## src/rtl/fixed_point_q24_8_alu_assert.svh

```systemverilog
// assertion macros for the q24.8 alu
// needs clk and rst_n in the scope of each use
`ifndef FIXED_POINT_Q24_8_ALU_ASSERT_SVH
`define FIXED_POINT_Q24_8_ALU_ASSERT_SVH

// same-cycle implication
`define FPA_ASSERT_IMP(lbl, ante, cons, msg) \
  lbl: assert property (@(posedge clk) disable iff (!rst_n) (ante) |-> (cons)) \
    else $error(msg);

// next-cycle implication
`define FPA_ASSERT_NXT(lbl, ante, cons, msg) \
  lbl: assert property (@(posedge clk) disable iff (!rst_n) (ante) |=> (cons)) \
    else $error(msg);

`endif

```

## src/rtl/fpa_pkg.sv

```systemverilog
// shared types and constants for the q24.8 alu
// no dependencies
`default_nettype none
package fpa_pkg;
  localparam int DEF_INT_BITS  = 24;
  localparam int DEF_FRAC_BITS = 8;

  localparam logic [1:0] KIND_ADD = 2'd0;
  localparam logic [1:0] KIND_SUB = 2'd1;
  localparam logic [1:0] KIND_MUL = 2'd2;
  localparam logic [1:0] KIND_DIV = 2'd3;

  typedef struct packed {
    logic [1:0]   kind;
    logic signed [31:0] operand_a;
    logic signed [31:0] operand_b;
  } req_t;

  typedef struct packed {
    logic signed [63:0] result;
    logic               div_by_zero;
  } res_t;

  // control that rides along the divider chain
  typedef struct packed {
    logic       valid;
    logic [1:0] kind;
    logic       neg;
    logic       dz;
  } cell_ctl_t;
endpackage
`default_nettype wire

```

## src/rtl/fpa_cell.sv

```systemverilog
// one restoring-division step of the divider chain, registered
// depends on fpa_pkg
`default_nettype none
module fpa_cell
  import fpa_pkg::*;
#(
  parameter int LW = 32,
  parameter int DW = 40
) (
  input  wire logic          clk,
  input  wire logic          rst_n,
  input  wire cell_ctl_t     ctl_i,
  input  wire logic [63:0]   fast_i,
  input  wire logic [LW-1:0] rem_i,
  input  wire logic [DW-1:0] dvd_i,
  input  wire logic [LW-1:0] dvs_i,
  output cell_ctl_t          ctl_o,
  output logic [63:0]        fast_o,
  output logic [LW-1:0]      rem_o,
  output logic [DW-1:0]      dvd_o,
  output logic [LW-1:0]      dvs_o
);
  cell_ctl_t     ctl_r;
  logic [63:0]   fast_r;
  logic [LW-1:0] rem_r, rem_nxt, dvs_r;
  logic [DW-1:0] dvd_r, dvd_nxt;
  logic [LW:0]   trial, diff;
  logic          ge;

  always_comb begin
    trial   = {rem_i, dvd_i[DW-1]};
    diff    = trial - {1'b0, dvs_i};
    ge      = (trial >= {1'b0, dvs_i});
    rem_nxt = ge ? diff[LW-1:0] : trial[LW-1:0];
    // quotient bit enters where the dividend bit left
    dvd_nxt = {dvd_i[DW-2:0], ge};
  end

  always_ff @(posedge clk) begin
    if (!rst_n) begin
      ctl_r <= '0;
    end else begin
      ctl_r <= ctl_i;
    end
    fast_r <= fast_i;
    rem_r  <= rem_nxt;
    dvd_r  <= dvd_nxt;
    dvs_r  <= dvs_i;
  end

  assign ctl_o  = ctl_r;
  assign fast_o = fast_r;
  assign rem_o  = rem_r;
  assign dvd_o  = dvd_r;
  assign dvs_o  = dvs_r;
endmodule
`default_nettype wire
```

## config.mk

```make
export PLATFORM = sky130hd
export DESIGN_NAME = fpa_cell
export DESIGN_NICKNAME = d
export VERILOG_FILES = /design/src/rtl/fixed_point_q24_8_alu_assert.svh /design/src/rtl/fpa_pkg.sv /design/src/rtl/fpa_cell.sv
export SDC_FILE = /design/constraint.sdc
export NUM_CORES = 1
export LEC_CHECK = 0
export ABC_AREA = 0
export BUFFER_PORTS_ARGS = -buffer_cell sky130_fd_sc_hd__buf_4
export CORE_AREA = 4 4 134 136
export CTS_CLUSTER_SIZE = 8
export DETAILED_ROUTE_END_ITERATION = 6
export DIE_AREA = 0 0 138 140
export GPL_ROUTABILITY_DRIVEN = 0
export PLACE_DENSITY_LB_ADDON = 0.08
export SLEW_MARGIN = 20
export SYNTH_ARGS = -nofsm -noshare
export SYNTH_HDL_FRONTEND = slang
export SYNTH_SLANG_ARGS = --single-unit
export TNS_END_PERCENT = 5
```

## constraint.sdc

```tcl
create_clock -name clk -period 2.43 [get_ports clk]
set_clock_uncertainty 0.15 [all_clocks]
set_input_delay 0.1215 -clock clk [delete_from_list [all_inputs] [get_ports clk]]
set_output_delay 0.1215 -clock clk [all_outputs]
set_load 0.01 [all_outputs]
```

-- Word-level counts from Yosys, hierarchy flattened
Cells that the tools add are included.
- register bits: 173
- latch bits: 0
- memory bits (writable): 0
- bits in read-only memories: 0
- memories kept: 0
- $add $sub $neg: 1
- multiply operators: 0
- div/mod/pow operators: 0
- $lt $le $gt $ge: 1
- eq/ne operators: 0
- shifts and indexed selects: 0
- multiplexer cells: 1
- bitwise operators: 0
- reductions and logical operators: 0
- operators by type and width (operator ; count):
    33-bit by 32-bit >= comparator with 1-bit output ; 1
    32-bit two-way mux ; 1
    32-bit subtractor ; 1

-- Longest topological paths before layout
Gate-level depths: netlist (run 1).
- depth after elaboration: 2
- gate-level depth with buffers: 12

-- Least setup slack after synthesis (run 1)
No wires, ideal clock.
- kind: input port to flip-flop
- from: in dvs_i[2]
- to: reg rem_r[27], in the netlist rem_o[27]
- library setup time: 0.121 ns
- arrival: 2.185 ns
- slack: -0.026 ns
- stages on the path: 11
- path through: inv_1 > ha_1 > o211ai_1 > a21oi_2 > a31oi_4 > o21ai_4 > a31oi_4 > o21ai_2 > a21oi_4 > buf_8 > mux2_4
- word-level cells in the longest chain between the ends: 2
- elaborated cells between the ends (all ways): 3
- classes of those cells: add/sub (1); order compare (1); mux (1)
- RTL lines (element ; RTL line ; source):
    start: declaration ; fpa_cell.sv:16 ; input wire logic [LW-1:0] dvs_i,
    32-bit subtractor / 33-bit by 32-bit >= comparator with 1-bit output (equally long branches) ; fpa_cell.sv:32, fpa_cell.sv:33 ;
    32-bit two-way mux * ; fpa_cell.sv:34 ; rem_nxt = ge ? diff[LW-1:0] : trial[LW-1:0];
    net rem_nxt[27] ; fpa_cell.sv:25 ; logic [LW-1:0] rem_r, rem_nxt, dvs_r;
    end signal: assignment ; fpa_cell.sv:46 ; rem_r <= rem_nxt;
    end: declaration ; fpa_cell.sv:25 ;
The timed path passes the listed nets; every way through them passes the cells marked *.
A chain may end at the register's enable or synchronous reset.

-- Worst setup path after layout (run 1)
- from: in rem_i[30]
- to: reg rem_r[19], in the netlist rem_o[19]
- word-level cells in the longest chain between the ends: 2
- RTL lines (element ; RTL line ; source):
    start: declaration ; fpa_cell.sv:14 ; input wire logic [LW-1:0] rem_i,
    33-bit by 32-bit >= comparator with 1-bit output ; fpa_cell.sv:33 ; ge = (trial >= {1'b0, dvs_i});
    32-bit two-way mux ; fpa_cell.sv:34 ;
    net rem_nxt[19] ; fpa_cell.sv:25 ;
The timed path passes the listed nets, and every way through them passes these cells.

==> flow_summary.toml, run 1 <==
[floorplan]
die_area_um2 = 19300
initial_utilization_pct = 35.7
die-height_um = 140
rows = 48
core_area_um2 = 16900
die_width_um = 138
boundaryPins = 348

[grt]
antenna_found_initial = 0
grt_pass1_vias = 6712
track_usage_pct = 24.7
grt_max_degree = 24
gr-total-overflow = 0
grt_pass1_wl_um = 37800

[placement]
numPortBuffers = 347
dp_hpwl_um = 16700
post-place-ws_ns = -0.165

[run]
drv_cap = 0

[timing]
post-route-min-period_ns = 2.33
maxSlewHeadroom_pct = 70.8
setup_viol = 0
tightest_slew_ns = 0.437
slew_violations = 0
timing.final.ws_setup_ns = 0.103
clock.fmax_ghz = 0.430
final-hold-violation-count = 0
fin_crit_sh_pct = 95.8

[logic_synthesis]
synth.net_count = 726
synth_cell_types = 60
synthArstFlopShare_pct = 0
synthFlopType = "dfxtp_1"
seq_area_frac_synth_pct = 57.2
synthCells = 518
yosys_warnings = 0
syn_area_per_cell_um2 = 11.7
synth-seq-cells = 173
synth_edf_count = 0
syn_area_um2 = 6050

[power]
sequentialPowerShare_pct = 39.8
vdd_drop_max_uv = 460
power_density_nw_per_um2 = 663
switching_share_pct = 27.5
leakagePower_nw = 5.82
p_int_w = 0.00576
p_clk_share_pct = 35.0
power_frac_comb_pct = 25.2
p_switching_w = 0.00218
p_total_w = 0.00794

[min_path]
hold_depth = 2
hp-class = "in2reg"

[cts]
cts_root_buf = "clkbuf_16"
path_clk_slew_ns = 0.07
cts-htree-levels = 4
cts_tree = "yes"
cts_inserted_buffers = 17
clock_path_buffers = 2
cts_num_sinks = 173

[cells_and_area]
fin_nets = 1333
post-route-util_pct = 70.7
layout-drive-gt1-share_pct = 43.9
n_antenna_cell = 0
area_growth_pct = 98.1

[setup_path]
required_ns = 2.59
cp-start-kind = "primary input"
cp.arrival_ns = 2.49
setup.worst_path.class = "in2reg"
cp_max_fo = 7
endpoint_kind = "flip-flop"

[route]
drc = 0
wl_um = 24600
num_vias = 6188
wl_per_cell_um = 18.1
viasPerCell = 4.54
dr.pass1.iters = 4
drt_iter0_markers = 203
drt.antenna.violating_nets = 0

[status]
status = "complete, no violations"
[cell type report]
type,count,area [um2]
Sequential cell,173,3460
Clock inverter,14,165
Clock buffer,18,439
Fill cell,1254,4950
Multi-Input combinational cell,288,2410
Timing Repair Buffer,600,5050
Inverter,45,169
Tap cell,225,282
[worst max-delay path, stage by stage]
cell	delay (ns)
dlygate4sd3_1	0.54
buf_4	0.14
ha_2	0.40
nand4_1	0.13
nor4_2	0.27
nand3_1	0.10
nand2_1	0.13
a21oi_4	0.06
buf_6	0.14
clkbuf_16	0.16
mux2_4	0.29
[state kept, by name (all words and copies together), names as in the netlist]
name	count
ctl_o	5
dvd_o	40
dvs_o	32
fast_o	64
rem_o	32
[timing repair]
action,CTS,global route
setup endpoints to repair,0,28
setup buffers,0,9
gates resized for setup,0,26
endpoints found under the hold margin,172,6
hold buffers,176,7
[cells by family (layout without fill, tap and decap cells)]
kind of cell	Yosys count	after routing	share of synthesized area, %
AOI/OAI and AO/OA	106	106	12.7
xor gates and xnor gates	25	25	3.62
adders and majority gates	33	33	6.95
buffers and inverters	57	677	4.38
DFF	173	173	57.2
muxes	32	32	7.26
and+or+nand+nor	92	92	7.86
[worst paths after layout]
kind	start	endpoint	slack (ns)
worst min-delay path	rem_i[27]	rem_o[28]	0.009
worst max-delay path	rem_i[30]	rem_o[19]	0.10
[synth_stat cells (all sizes together) (7+ instances only)]
| cell | count | share of area [%] |
|---|---|---|
| a21o | 8 | 0.99 |
| a21oi | 31 | 2.8 |
| a31oi | 7 | 1.2 |
| and2 | 10 | 1.0 |
| buf | 8 | 1.3 |
| dfxtp | 173 | 57 |
| ha | 32 | 6.6 |
| inv | 45 | 2.8 |
| mux2 | 26 | 6.3 |
| nand2 | 27 | 1.7 |
| nand3 | 9 | 0.74 |
| nor2 | 13 | 0.81 |
| o211ai | 8 | 0.99 |
| o21ai | 16 | 1.6 |
| xnor2 | 18 | 2.6 |
| xor2 | 7 | 1.0 |
[metrics by stage]
step | setup TNS [ns] | instances | cell area [um2] | hold slack, ns
6_report | 0 | 1363 | 12000 | 0.00881
5_1_grt | -1.54 | 1363 | 12000 | 0.00638
4_1_cts | 0 | 1349 | 11700 | -0.368
3_5_place_dp | -3.48 | 1141 | 9330 | 0.0770
3_3_place_gp | -2.58 | 1141 | 9330 | 0.0764
2_1_floorplan | 0 | 518 | 6050 | -0.000783
[cells in the final DEF, fill, tap and decap left out, types with 6 or more instances in the layout]
cell type,netlist,routed
buf_4,0,410
dlygate4sd3_1,0,178
dfxtp_1,173,173
inv_1,45,42
nand2_1,27,27
a21oi_1,29,27
ha_1,32,26
mux2_4,23,23
clkbuf_16,0,19
xnor2_1,18,18
nor2_1,13,13
o21ai_0,11,11
and2_1,10,10
nand3_1,9,9
o211ai_1,8,8
a21o_1,8,8
xor2_1,7,7
mux2i_1,6,6
[power by group through the flow]
stage          Sequential [W]  Clock [W]  Combinational, W
2_1_floorplan         0.00333          0          0.000646
3_3_place_gp          0.00322          0           0.00165
3_5_place_dp          0.00322          0           0.00167
4_1_cts               0.00315    0.00283           0.00191
5_1_grt               0.00318    0.00297           0.00214
6_report              0.00316    0.00278           0.00200
[layer usage]
metal,global-route usage (%),vias to the layer above,share of wire (%)
met5,0,-,0
met4,9.05,0,3.2
met3,7.51,51,5.7
met2,45.1,232,53
met1,27.0,2894,38
li1,-,3011,-
(Power assumes the default switching activity.)
==> run 2, diff against run 1 <==
--- a/config.mk
+++ b/config.mk
@@ -6,11 +6,11 @@
 export NUM_CORES = 1
 export LEC_CHECK = 0
 export ABC_AREA = 0
-export BUFFER_PORTS_ARGS = -buffer_cell sky130_fd_sc_hd__buf_4
-export CORE_AREA = 4 4 134 136
+export CORE_AREA = 4 4 132 134
 export CTS_CLUSTER_SIZE = 8
 export DETAILED_ROUTE_END_ITERATION = 6
-export DIE_AREA = 0 0 138 140
+export DIE_AREA = 0 0 136 138
+export DONT_BUFFER_PORTS = 1
 export GPL_ROUTABILITY_DRIVEN = 0
 export PLACE_DENSITY_LB_ADDON = 0.08
 export SLEW_MARGIN = 20
==> constraint.sdc (replaced) <==
create_clock -name clk -period 2.43 [get_ports clk]
set_clock_uncertainty 0.15 [all_clocks]
set_input_delay 0.1215 -clock clk [delete_from_list [all_inputs] [get_ports clk]]
set_output_delay 0.1215 -clock clk [all_outputs]
set_load 0.1 [all_outputs]
==> flow_summary.toml, run 2 (synthesis results as in run 1) <==
[cts]
cts_tree = "yes"
cts-htree-levels = 4
cts_inserted_buffers = 17
path_clk_slew_ns = 0.08
cts_root_buf = "clkbuf_16"
cts_num_sinks = 173
cts_setup_buffers = 0
clock_path_buffers = 2

[grt]
gr-total-overflow = 0
antenna_found_initial = 0
grt_max_degree = 23
grt_pass1_vias = 5335
grt_pass1_wl_um = 30500
track_usage_pct = 21.4

[floorplan]
boundaryPins = 348
die_width_um = 136
core_area_um2 = 16300
rows = 47
die-height_um = 138
die_area_um2 = 18800
initial_utilization_pct = 37.1

[min_path]
hold_depth = 0
holdPathEnd = "dvs_o[1]"
hold_start = "dvs_i[1]"
hp-class = "in2reg"

[cells_and_area]
post-route-util_pct = 58.3
n_antenna_cell = 0
final_common_cell = "dlygate4sd3_1"
largest_reg_flops = 64
final_cell_mix = "174 x dlygate4sd3_1, 173 x dfxtp_1, 119 x buf_4, 45 x inv_1, 31 x ha_1"
layout-drive-gt1-share_pct = 22.7
area_growth_pct = 57.0
ff_latch_area_um2 = 3460
fillers = 1366
multi_input_area_um2 = 2320
fin_nets = 1027

[timing]
maxSlewHeadroom_pct = 33.6
fin_crit_sh_pct = 88.6
tightest_slew_ns = 0.995
clock.fmax_ghz = 0.464
post-route-min-period_ns = 2.15
timing.hold.ws_ns = -0.431
setup_viol = 0
rsz0062_at_grt = "false"
slew_violations = 0
final-hold-violation-count = 2

[power]
vdd_drop_max_uv = 489
power_density_nw_per_um2 = 950
leakagePower_nw = 4.28

[placement]
numPortBuffers = 0
dp_hpwl_um = 15300

[status]
violations = "hold timing"
status = "finished, violations left"

[setup_path]
setup.worst_path.class = "in2reg"
cp-start-kind = "primary input"
endpoint_kind = "flip-flop"
cp_max_fo = 5
cp.arrival_ns = 2.38
required_ns = 2.66

[route]
viasPerCell = 4.67
wl_per_cell_um = 19.8
drt_iter0_markers = 150
dr.pass1.iters = 4
drt.antenna.violating_nets = 0
wl_um = 20900
num_vias = 4913
drc = 0

[run]
drv_cap = 0
[run 2: cell count changes in the layout (fill, tap and decap cells not counted), sizes merged]
cell and change:
bufinv -1, dlymetal6s4s -5, clkbuf -3, buf -295, dlygate4sd3 -4, clkinv +6
inv -2, clkinvlp -2
[run 2: final cells by class]
type | count | share of cell area (%)
tap | 220 | 2.90
clock inverter | 15 | 1.95
sequential | 173 | 36.5
multi-input combinational | 288 | 24.5
inverter | 45 | 1.78
clock buffer | 17 | 4.48
timing repair buffer | 294 | 28.0
[run 2: power breakdown]
part | internal (W) | total, W | switching, W
combinational | 0.000816 | 0.00240 | 0.00159
clock | 0.00140 | 0.00272 | 0.00132
sequential | 0.00308 | 0.00389 | 0.000818
total | 0.00529 | 0.00902 | 0.00373
[run 2: worst max path at each step]
stage	startpoint	endpoint	cells after the start
finish	dvd_i[39]	rem_o[30]	11
global route	dvd_i[39]	rem_o[30]	11
CTS	dvd_i[39]	rem_o[30]	11
detailed placement	dvd_i[39]	rem_o[30]	11
global placement	dvd_i[39]	rem_o[30]	11
floorplan	dvs_i[2]	rem_o[27]	11
[run 2: critical path, stage by stage]
cell and delay (ns):
inv_1 0.04, ha_1 0.22, fa_1 0.40, nor2b_1 0.16, o31ai_1 0.12, a21oi_1 0.32, o211ai_1 0.16, nand2_1 0.25
nor4_1 0.09, nor4_1 0.31, mux2_4 0.20
[run 2: stage by stage]
stage          setup slack (ns)  instances  TNS, ns  instance area [um2]  total power, W
6_report                  0.277       1052        0                 9500         0.00902
3_3_place_gp            -0.0906        846   -0.229                 7140         0.00612
4_1_cts                   0.321       1049        0                 9470         0.00909
2_1_floorplan            0.0142        518        0                 6050         0.00561
5_1_grt                   0.156       1052        0                 9500         0.00934
3_5_place_dp             -0.134        846   -0.981                 7140         0.00612
[run 2: timing repair]
item,in CTS,in global routing
gates resized for setup,0,0
hold endpoints to repair,172,5
hold buffers,171,3
setup endpoints to repair,0,0
[run 2: metal layers]
| metal | track usage [%] | part of all wire, % | vias up |
|---|---|---|---|
| met5 | 0 | 0 | - |
| li1 | - | - | 2392 |
| met4 | 7.27 | 2.2 | 0 |
| met2 | 36.7 | 50 | 229 |
| met3 | 7.63 | 8.7 | 28 |
| met1 | 24.6 | 39 | 2264 |
==> run 3, diff against run 2 <==
--- a/config.mk
+++ b/config.mk
@@ -13,6 +13,7 @@
 export DONT_BUFFER_PORTS = 1
 export GPL_ROUTABILITY_DRIVEN = 0
 export PLACE_DENSITY_LB_ADDON = 0.08
+export SKIP_CTS_REPAIR_TIMING = 1
 export SLEW_MARGIN = 20
 export SYNTH_ARGS = -nofsm -noshare
 export SYNTH_HDL_FRONTEND = slang
==> constraint.sdc (replaced) <==
create_clock -name clk -period 1.88 [get_ports clk]
set_clock_uncertainty 0.15 [all_clocks]
set_input_delay 0.094 -clock clk [delete_from_list [all_inputs] [get_ports clk]]
set_output_delay 0.094 -clock clk [all_outputs]
set_load 0.1 [all_outputs]
==> flow_summary.toml, run 3 (synthesis results as in run 1) <==
[status]
status = "finished, violations left"
violations = "hold timing, setup timing"

[timing]
slew_violations = 0
setup_viol = 14
tightest_slew_ns = 0.403
timing.hold.ws_ns = -0.462
post-route-min-period_ns = 1.93
timing.final.ws_setup_ns = -0.0534
rsz0062_at_grt = "true"
fin_crit_sh_pct = 103
clock.fmax_ghz = 0.517
maxSlewHeadroom_pct = 72.9
final-hold-violation-count = 2

[setup_path]
setup.worst_path.class = "in2reg"
cp-start-kind = "primary input"
cp.arrival_ns = 2.10
path_delay_family = "simple AND/OR/NAND/NOR gates"
required_ns = 2.05
critPathBufInv = 3
slowest_delay_ns = 0.49
endpoint_kind = "flip-flop"
cpMostUsedCell = "buf_12"
crit_path_cell_trace = "inv_1 > ha_1 > nand4_1 > or4_1 > o21ai_4 > a21oi_4 > buf_12 > buf_12 > mux2_4"
critPathSlowestCell = "or4_1"
cp_max_fo = 8

[floorplan]
boundaryPins = 348
rows = 47
die_width_um = 136
die-height_um = 138
core_area_um2 = 16300
die_area_um2 = 18800
initial_utilization_pct = 37.1

[cells_and_area]
final_cell_mix = "288 x buf_4, 175 x dlygate4sd3_1, 173 x dfxtp_1, 41 x inv_1"
area_growth_pct = 83.0
largest_reg_flops = 64
fillers = 1213
post-route-util_pct = 68.0
final_common_cell = "buf_4"
layout-drive-gt1-share_pct = 38.9
fin_nets = 1201

[power]
vdd_drop_max_uv = 699
leakagePower_nw = 5.17
power_density_nw_per_um2 = 1100
p_total_w = 0.0122

[cts]
path_clk_slew_ns = 0.07
cts_tree = "yes"
clock_path_buffers = 2
cts_root_buf = "clkbuf_16"
cts_num_sinks = 173
cts-htree-levels = 4
cts_inserted_buffers = 17

[route]
num_vias = 5598
dr.pass1.iters = 4
drc = 0
viasPerCell = 4.56
drt.antenna.violating_nets = 0
wl_per_cell_um = 18.2
drt_iter0_markers = 208
wl_um = 22300

[grt]
grt_pass1_vias = 4967
grt_use_met2_pct = 34.1
gr-usage-met3_pct = 8.21
grt_pass1_wl_um = 28000
grt_max_degree = 19
antenna_found_initial = 0
grt_use_met1_pct = 21.9
track_usage_pct = 19.7
busiest_layer = "met2"
gr-total-overflow = 0

[placement]
dp_hpwl_um = 16000
numPortBuffers = 0
post-place-ws_ns = -0.541

[min_path]
hp-class = "in2reg"

[run]
drv_cap = 0
==> run 3: changes by cell type in the layout (fill, tap and decap cells not counted), moves of 3 or more <==
cell      delta
a21oi_1      -8
a21oi_2      +7
buf_12       +3
buf_4      +169
clkinv_8     -3
ha_1         -7
ha_4         +7
inv_1        -4
inv_2        +3
mux2_2       -3
mux2_4       +3
o21ai_0      -3
==> run 3: power breakdown <==
group | total [W] | internal (W) | switching [W]
logic | 0.00454 | 0.00143 | 0.00311
registers | 0.00408 | 0.00398 | 0.000103
clock network | 0.00359 | 0.00194 | 0.00165
==> run 3: layer usage <==
layer,part of all wire (%),up-vias
met5,0,-
met4,1.5,0
met3,7.0,25
met2,52,202
met1,39,2621
li1,-,2750
==> run 3: cell type report <==
class | instances | area, um2 | share of cell area (%)
clock inverter | 14 | 171 | 1.55
antenna | 1 | 2.50 | 0.0226
inverter | 45 | 181 | 1.64
multi-input combinational | 288 | 2530 | 22.9
clock buffer | 18 | 439 | 3.97
timing repair buffer | 468 | 4010 | 36.2
sequential | 173 | 3460 | 31.3
tap | 220 | 275 | 2.49
==> run 3: worst paths after layout <==
check             startpoint       end  cells after the start
setup / recovery   dvs_i[25]  rem_o[9]                      9
hold / removal      dvs_i[2]  dvs_o[2]                      0
==> run 3: stage by stage <==
step / instance area [um2] / instances / TNS, ns
floorplan: 6170 / 518 / -10.67
global placement: 8480 / 1009 / -13.58
detailed placement: 8480 / 1009 / -14.51
CTS: 9090 / 1041 / -0.539
global route: 11100 / 1226 / -2.63
finish: 11100 / 1227 / -0.500
